File: src/bmhq_pkg.sv
`timescale 1ns / 1ps
`default_nettype none
// ----------------------------------------------------------------------------
// bmhq_pkg
// Shared constants of the binary min-heap queue: default sizes and op codes.
// ----------------------------------------------------------------------------
package bmhq_pkg;

  localparam int unsigned DEF_CAPACITY = 64;
  localparam int unsigned DEF_KEY_BITS = 32;

  localparam int unsigned FUNC_BITS  = 2;
  localparam int unsigned VALUE_BITS = 32;

  localparam logic [FUNC_BITS-1:0] FUNC_INSERT = 2'd0;
  localparam logic [FUNC_BITS-1:0] FUNC_APPEND = 2'd1;
  localparam logic [FUNC_BITS-1:0] FUNC_BUILD  = 2'd2;

endpackage
`default_nettype wire

File: src/binary_min_heap_queue_top.sv
`timescale 1ns / 1ps
`default_nettype none
// ----------------------------------------------------------------------------
// binary_min_heap_queue_top
// Binary min-heap of signed keys held in one synchronous memory.
// ----------------------------------------------------------------------------
// Usage:
//   Input channel (in_valid_i / in_stall_o) carries func_i and value_i.
//   func insert appends a key and sifts it up, append stores it unordered,
//   build turns the stored entries into a heap; other codes only report.
//   Output channel (out_valid_o / out_stall_i) gives one beat per input beat:
//   the root key, the entry count, a rejected flag (insert/append on a full
//   heap) and an empty flag.
//   One operation is in flight at a time; the accesses to the key memory
//   (one synchronous read port and one write port) set the duration.
//   Append, reject and no-op go straight to the response; insert reads
//   and compares one parent per level climbed and writes the key where it
//   stops; build sinks each key from the last parent down to the root,
//   reading the node and then its children for each level. The result is
//   loaded into the output register after the last memory step.
//   The result sits in an output register; the next beat is taken while it
//   still waits, and a stalled receiver only holds back the following result.
//   Reset empties the heap (count zero) and drops any pending result; the
//   memory contents are not cleared.
// ----------------------------------------------------------------------------
module binary_min_heap_queue_top #(
  parameter int unsigned CAPACITY = bmhq_pkg::DEF_CAPACITY,
  parameter int unsigned KEY_BITS = bmhq_pkg::DEF_KEY_BITS,
  localparam int unsigned CW = $clog2(CAPACITY + 1),
  localparam int unsigned AW = $clog2(CAPACITY)
) (
  input  wire                                    clk_i,
  input  wire                                    rst_ni,
  input  wire                                    in_valid_i,
  output logic                                   in_stall_o,
  input  wire        [bmhq_pkg::FUNC_BITS-1:0]   func_i,
  input  wire signed [bmhq_pkg::VALUE_BITS-1:0]  value_i,
  output logic                                   out_valid_o,
  input  wire                                    out_stall_i,
  output logic signed [bmhq_pkg::VALUE_BITS-1:0] min_value_o,
  output logic       [CW-1:0]                    entry_count_o,
  output logic                                   rejected_o,
  output logic                                   is_empty_o
);

  localparam logic [3:0] S_IDLE   = 4'd0;
  localparam logic [3:0] S_UP_RD  = 4'd1;
  localparam logic [3:0] S_UP_CMP = 4'd2;
  localparam logic [3:0] S_UP_FIN = 4'd3;
  localparam logic [3:0] S_DN_LD  = 4'd4;
  localparam logic [3:0] S_DN_V   = 4'd5;
  localparam logic [3:0] S_DN_CHK = 4'd6;
  localparam logic [3:0] S_DN_R   = 4'd7;
  localparam logic [3:0] S_DN_CMP = 4'd8;
  localparam logic [3:0] S_DN_END = 4'd9;
  localparam logic [3:0] S_RESP   = 4'd10;

  localparam logic [CW-1:0] CAP_W = CW'(CAPACITY);
  localparam logic [CW-1:0] ONE_W = CW'(1);

  // key memory, node i lives at address i-1
  logic signed [KEY_BITS-1:0] mem [CAPACITY];
  logic signed [KEY_BITS-1:0] rd_data_q;
  logic signed [KEY_BITS-1:0] root_q;

  logic                       mem_we;
  logic [CW-1:0]              mem_wnode;
  logic signed [KEY_BITS-1:0] mem_wdata;
  logic [CW-1:0]              rd_node;

  logic [3:0]                 state_q, state_d;
  logic [CW-1:0]              count_q, count_d;
  logic [CW-1:0]              node_q, node_d;
  logic [CW-1:0]              bnode_q, bnode_d;
  logic signed [KEY_BITS-1:0] val_q, val_d;
  logic signed [KEY_BITS-1:0] left_q, left_d;
  logic                       rej_q, rej_d;

  logic                       out_valid_q;
  logic signed [bmhq_pkg::VALUE_BITS-1:0] min_q;
  logic [CW-1:0]              cnt_q;
  logic                       orej_q;
  logic                       emp_q;
  logic                       out_load;

  logic signed [KEY_BITS-1:0] key_in;
  logic [CW:0]                left_idx;
  logic [CW:0]                right_idx;
  logic                       left_ok;
  logic                       right_ok;
  logic                       l_lt;
  logic                       r_lt;
  logic signed [KEY_BITS-1:0] cand;

  assign key_in    = KEY_BITS'(value_i);
  assign left_idx  = {node_q, 1'b0};
  assign right_idx = {node_q, 1'b1};
  assign left_ok   = left_idx <= {1'b0, count_q};
  assign right_ok  = right_idx <= {1'b0, count_q};
  assign l_lt      = left_q < val_q;
  assign cand      = l_lt ? left_q : val_q;
  assign r_lt      = right_ok && (rd_data_q < cand);

  always_ff @(posedge clk_i) begin
    if (mem_we) begin
      mem[AW'(mem_wnode - ONE_W)] <= mem_wdata;
    end
    rd_data_q <= mem[AW'(rd_node - ONE_W)];
  end

  // copy of node 1 so the root is ready at response time
  always_ff @(posedge clk_i) begin
    if (mem_we && (mem_wnode == ONE_W)) begin
      root_q <= mem_wdata;
    end
  end

  always_comb begin
    state_d   = state_q;
    count_d   = count_q;
    node_d    = node_q;
    bnode_d   = bnode_q;
    val_d     = val_q;
    left_d    = left_q;
    rej_d     = rej_q;
    mem_we    = 1'b0;
    mem_wnode = node_q;
    mem_wdata = val_q;
    rd_node   = node_q;
    out_load  = 1'b0;
    case (state_q)
      S_IDLE: begin
        if (in_valid_i) begin
          rej_d   = 1'b0;
          state_d = S_RESP;
          case (func_i)
            bmhq_pkg::FUNC_INSERT, bmhq_pkg::FUNC_APPEND: begin
              if (count_q >= CAP_W) begin
                rej_d = 1'b1;
              end else begin
                count_d = count_q + ONE_W;
                node_d  = count_q + ONE_W;
                val_d   = key_in;
                if ((func_i == bmhq_pkg::FUNC_APPEND) || (count_q == '0)) begin
                  mem_we    = 1'b1;
                  mem_wnode = count_q + ONE_W;
                  mem_wdata = key_in;
                end else begin
                  state_d = S_UP_RD;
                end
              end
            end
            bmhq_pkg::FUNC_BUILD: begin
              if (count_q > ONE_W) begin
                bnode_d = count_q >> 1;
                node_d  = count_q >> 1;
                state_d = S_DN_LD;
              end
            end
            default: begin
              state_d = S_RESP;
            end
          endcase
        end
      end
      S_UP_RD: begin
        rd_node = node_q >> 1;
        state_d = S_UP_CMP;
      end
      S_UP_CMP: begin
        mem_we = 1'b1;
        if (rd_data_q > val_q) begin
          // parent moves down into the hole
          mem_wdata = rd_data_q;
          node_d    = node_q >> 1;
          state_d   = ((node_q >> 1) == ONE_W) ? S_UP_FIN : S_UP_RD;
        end else begin
          state_d = S_RESP;
        end
      end
      S_UP_FIN: begin
        mem_we  = 1'b1;
        state_d = S_RESP;
      end
      S_DN_LD: begin
        state_d = S_DN_V;
      end
      S_DN_V: begin
        val_d   = rd_data_q;
        state_d = S_DN_CHK;
      end
      S_DN_CHK: begin
        if (left_ok) begin
          rd_node = left_idx[CW-1:0];
          state_d = S_DN_R;
        end else begin
          state_d = S_DN_END;
        end
      end
      S_DN_R: begin
        left_d = rd_data_q;
        if (right_ok) begin
          rd_node = right_idx[CW-1:0];
        end
        state_d = S_DN_CMP;
      end
      S_DN_CMP, S_DN_END: begin
        mem_we = 1'b1;
        if ((state_q == S_DN_CMP) && r_lt) begin
          mem_wdata = rd_data_q;
          node_d    = right_idx[CW-1:0];
          state_d   = S_DN_CHK;
        end else if ((state_q == S_DN_CMP) && l_lt) begin
          mem_wdata = left_q;
          node_d    = left_idx[CW-1:0];
          state_d   = S_DN_CHK;
        end else if (bnode_q > ONE_W) begin
          // key settled, move on to the previous build node
          bnode_d = bnode_q - ONE_W;
          node_d  = bnode_q - ONE_W;
          state_d = S_DN_LD;
        end else begin
          state_d = S_RESP;
        end
      end
      S_RESP: begin
        if (!out_valid_q || !out_stall_i) begin
          out_load = 1'b1;
          state_d  = S_IDLE;
        end
      end
      default: begin
        state_d = S_IDLE;
      end
    endcase
  end

  always_ff @(posedge clk_i or negedge rst_ni) begin
    if (!rst_ni) begin
      state_q     <= S_IDLE;
      count_q     <= '0;
      out_valid_q <= 1'b0;
    end else begin
      state_q <= state_d;
      count_q <= count_d;
      if (out_load) begin
        out_valid_q <= 1'b1;
      end else if (!out_stall_i) begin
        out_valid_q <= 1'b0;
      end
    end
  end

  always_ff @(posedge clk_i) begin
    node_q  <= node_d;
    bnode_q <= bnode_d;
    val_q   <= val_d;
    left_q  <= left_d;
    rej_q   <= rej_d;
    if (out_load) begin
      min_q  <= (count_q == '0) ? '0 : bmhq_pkg::VALUE_BITS'(root_q);
      cnt_q  <= count_q;
      orej_q <= rej_q;
      emp_q  <= (count_q == '0);
    end
  end

  assign in_stall_o    = (state_q != S_IDLE);
  assign out_valid_o   = out_valid_q;
  assign min_value_o   = min_q;
  assign entry_count_o = cnt_q;
  assign rejected_o    = orej_q;
  assign is_empty_o    = emp_q;

endmodule
`default_nettype wire

File: config.mk
export PLATFORM = sky130hd
export DESIGN_NAME = binary_min_heap_queue_top
export DESIGN_NICKNAME = d
export VERILOG_FILES = /design/src/bmhq_pkg.sv /design/src/binary_min_heap_queue_top.sv
export SDC_FILE = /design/constraint.sdc
export NUM_CORES = 2
export LEC_CHECK = 0
export ABC_AREA = 0
export BUFFER_PORTS_ARGS = -buffer_cell sky130_fd_sc_hd__buf_2
export CAP_MARGIN = 20
export CELL_PAD_IN_SITES_DETAIL_PLACEMENT = 0
export CELL_PAD_IN_SITES_GLOBAL_PLACEMENT = 2
export CORE_ASPECT_RATIO = 1.5
export CORE_MARGIN = 10
export CORE_UTILIZATION = 45
export CTS_CLUSTER_SIZE = 30
export DETAILED_ROUTE_END_ITERATION = 10
export PLACE_DENSITY = 0.9
export SLEW_MARGIN = 20
export SYNTH_ARGS = -nofsm -noshare
export SYNTH_HDL_FRONTEND = slang
export SYNTH_SLANG_ARGS = --single-unit
File: constraint.sdc
create_clock -name clk_i -period 8.5 [get_ports clk_i]
set_input_delay 0.85 -clock clk_i [delete_from_list [all_inputs] [get_ports clk_i]]
set_output_delay 0.85 -clock clk_i [all_outputs]
set_load 0.005 [all_outputs]
==> summary.md <==
| Metric | Value |
|---|---|
| Async set or reset register ratio after synthesis | `0.535%` |
| Hold Vio Cnt, Final | `0` |
| Overflow after GRT | `0` |
| Arr. time, crit path | `8080 ps` |
| Total wire length | `377,000 µm` |
| Power Total | `55,000 µW` |
| Postcts setup bufs | `0` |
| H-Tree Depth | `4` |
| Avg WL per Cell | `32.6 µm` |
| Vias in the first global route | `79,200` |
| Vias per cell | `6.99` |
| CTS buffer count | `210` |
| Inst Count DP | `11,200` |
| Clk sinks | `2,244` |
| Largest cells by area after synthesis | `edfxtp_1, o22ai_1, mux2i_1` |
| Slew Viols, Final | `0` |
| Final setup viols | `0` |
| Final nets | `8,466` |
| Reg clk slew, reported paths | `70 ps` |
| Syn. warnings | `0` |
| Slew @ Worst Pin | `1210 ps` |
| Sequential power share | `31.0%` |
| Share of cells above drive strength 1 | `11.6%` |
| CP Launch Type | `register` |
| R2R depth | `21` |
| # DRC | `0` |
| Static Leak | `0.0374 µW` |
| Detail Route Antenna Nets | `0` |
| FILL cells | `19,300` |
| Clk buf depth | `4` |
| Tcrit/Tclk final | `86.9%` |
| Sequential Area | `67,000 µm²` |
| Core area | `230,000 µm²` |
| Max frequency | `135 MHz` |
| Final core utilization | `50.8%` |
| Syn_area_per_cell | `12.4 µm²` |
| CP Capture Type | `register` |
| Multi-input logic area | `34,900 µm²` |
| Peak VDD IR | `836 µV` |
| Pre-Repair DR Iteration Count | `8` |
| Status | `completed` |
| Maxcap violations | `0` |
| Seq/Total Area, Yosys | `64.4%` |
| Cells after synthesis | `8,376` |
| DIE AREA | `251,000 µm²` |
| Layout Cells excl Fill | `11,600` |
| Clock power frac | `17.3%` |
| Min Tclk post-route | `7380 ps` |
| GPL Wtd Cong | `0.890` |
| RSZ-0062 raised after global routing | `no` |
| Hold Crit Depth | `3` |
| Crit path kind | `reg2reg` |
| Leading area contributor after synthesis | `edfxtp_1` |
| DRT iter0 DRCs | `10,200` |
| Die Y | `609 µm` |
| Comb power frac | `51.8%` |
| Final setup TNS | `0 ps` |
| Worst skew pair latency | `900 ps` |
| Worst Path Required | `9200 ps` |
| Switching Power | `25,500 µW` |
| Share of the synthesized area in the top cell type | `63.5%` |
| Switch share | `46.4%` |
| Top-Level Pins | `81` |
| Area growth, synth to finish | `12.5%` |
| Total track usage | `28.7%` |
| Die width | `412 µm` |
| Dominant synthesized flop cell | `edfxtp_1` |
| Vias | `80,800` |
| EDFF count, synth | `2,200` |
| P_int | `29,500 µW` |
| Yosys reg bits | `2,244` |
| Clock Root Buffer | `clkbuf_16` |
| Post-synthesis cell area | `104,000 µm²` |
| Min-Delay Path Class | `in2reg` |
| Power Density | `471 nW/µm²` |
| Netlist cell types | `83` |
| Post-detail-place hpwl | `215,000 µm` |
| Starting Density | `45.2%` |
| CP max FO | `33` |
| Most common cell in the netlist | `edfxtp_1` |
| IO buf count | `80` |
| Clk_skew | `65.7 ps` |
| Relative slew margins | `19.1%` |
| Pin count of the biggest net entering global routing | `150` |
| CTS tree | `done` |
| Initial antenna violation count | `29` |
| Global-route wire length before repair | `539,000 µm` |
| Synth Net Count | `8,523` |
| Rows | `216` |
| Synth top cells by count | `edfxtp_1, o22ai_1, nand2_1` |
## worst max-delay path, stage by stage, from the launching register on
cell       delay [ps]
edfxtp_1          430
inv_1             100
ha_1              330
nand4_1           180
nor3_1            330
nand4_1           260
a31oi_1           360
o31a_2            720
buf_4             320
mux2i_1           260
ha_1              280
a21o_1            160
a21oi_1           170
o21ai_0           120
o2111ai_1         140
a32oi_1           220
or4b_1            600
nand2_2           570
buf_4             330
mux2i_1           130
o22ai_4           780
buf_4             350
## path summary, 6_finish.rpt
| check | from | end | slack (ps) |
|---|---|---|---|
| setup / recovery | val_q[27] | mem[48][2] | 1120 |
| hold / removal | out_stall_i | out_valid_o | 260 |
| setup reg to reg | val_q[27] | mem[48][2] | 1120 |
| hold reg to reg | rej_q | rejected_o | 420 |
| max in group asynchronous | rst_ni | count_q[3] | 7840 |
| min in group asynchronous | rst_ni | out_valid_o | 400 |
## cells by family (layout without fill, tap and decap cells)
family / after synthesis / in the layout / share of synthesized area, %
AO/OA/AOI/OAI: 2361 / 2361 / 16.1
XOR/XNOR: 29 / 29 / 0.244
adder cells (fa/ha/maj): 109 / 109 / 1.31
buffers and inverters: 794 / 903 / 3.09
flip-flops: 2244 / 2244 / 64.4
multiplexers: 412 / 412 / 4.07
other: 0 / 15 / 0
AND/OR/NAND/NOR: 2427 / 2427 / 10.8
## power by group through the flow
stage          combinational [µW]  clock (µW)  sequential (µW)
4_1_cts                     27700        9550            17000
6_report                    28500        9500            17100
3_3_place_gp                27100           0            17200
3_5_place_dp                27600           0            17200
5_1_grt                     29700        9960            17100
2_1_floorplan               15300           0            17200
## repair_timing
| item | 4_1_cts | 5_1_grt |
|---|---|---|
| hold endpoints to repair | 12 | 0 |
| gates resized for setup | 0 | 0 |
| hold buffers | 1 | 0 |
## state kept, by name (all words and copies together) (netlist names)
register       cells
count_q            7
rejected_o         1
node_q             7
is_empty_o         1
bnode_q            7
rej_q              1
state_q            4
val_q             32
out_valid_o        1
left_q            32
rd_data_q         32
entry_count_o      7
min_value_o       32
root_q            32
mem             2048
## final cells by class
class                   instances  area share [%]
diodes                         15          0.0321
inverters                      57           0.183
well taps                    3052            3.26
repair buffers                468            3.64
multi-input cells            5338            29.8
clock buffers                 275            4.89
flip-flops and latches       2244            57.3
clock inverters               103           0.887
## per-layer routing
metal,track usage [%],vias up,share of wire (%)
met1,35.5,40300,35
met2,45.8,5578,46
met5,0,-,0.026
li1,-,33600,-
met3,5.39,1265,11
met4,19.1,12,7.5
## placed cells by master (no fill, tap or decap), types with 33 or more instances in the layout
cell       Yosys  layout
edfxtp_1    2200    2200
o22ai_1     1055    1023
nand2_1      829     824
nor2_1       651     585
or3_1        380     379
o311ai_0     360     360
mux2i_1      335     335
buf_4          9     312
nand3_1      291     290
a211oi_1     286     286
clkbuf_16      0     214
nand4_1      135     135
a31oi_1      130     130
a211o_1      126     126
a311oi_1     125     117
ha_1         109     109
a21oi_1       99      97
buf_2         95      80
mux2_2        76      76
buf_12         0      74
o21ai_0       66      66
nor2_4         0      66
inv_1         56      56
clkbuf_1     559      47
and2_1        35      34
or4_1         34      34
clkinv_1       1      33
clkinv_2       0      33
## through the flow
step / area [µm²] / hold WS [ps] / setup WS, ps
4_1_cts: 117000 / 241 / 1200
3_5_place_dp: 110000 / 411 / 1250
6_report: 117000 / 264 / 1120
3_3_place_gp: 110000 / 406 / 1360
5_1_grt: 117000 / 285 / 957
2_1_floorplan: 104000 / 400 / 1330
(Power assumes the default switching activity.)
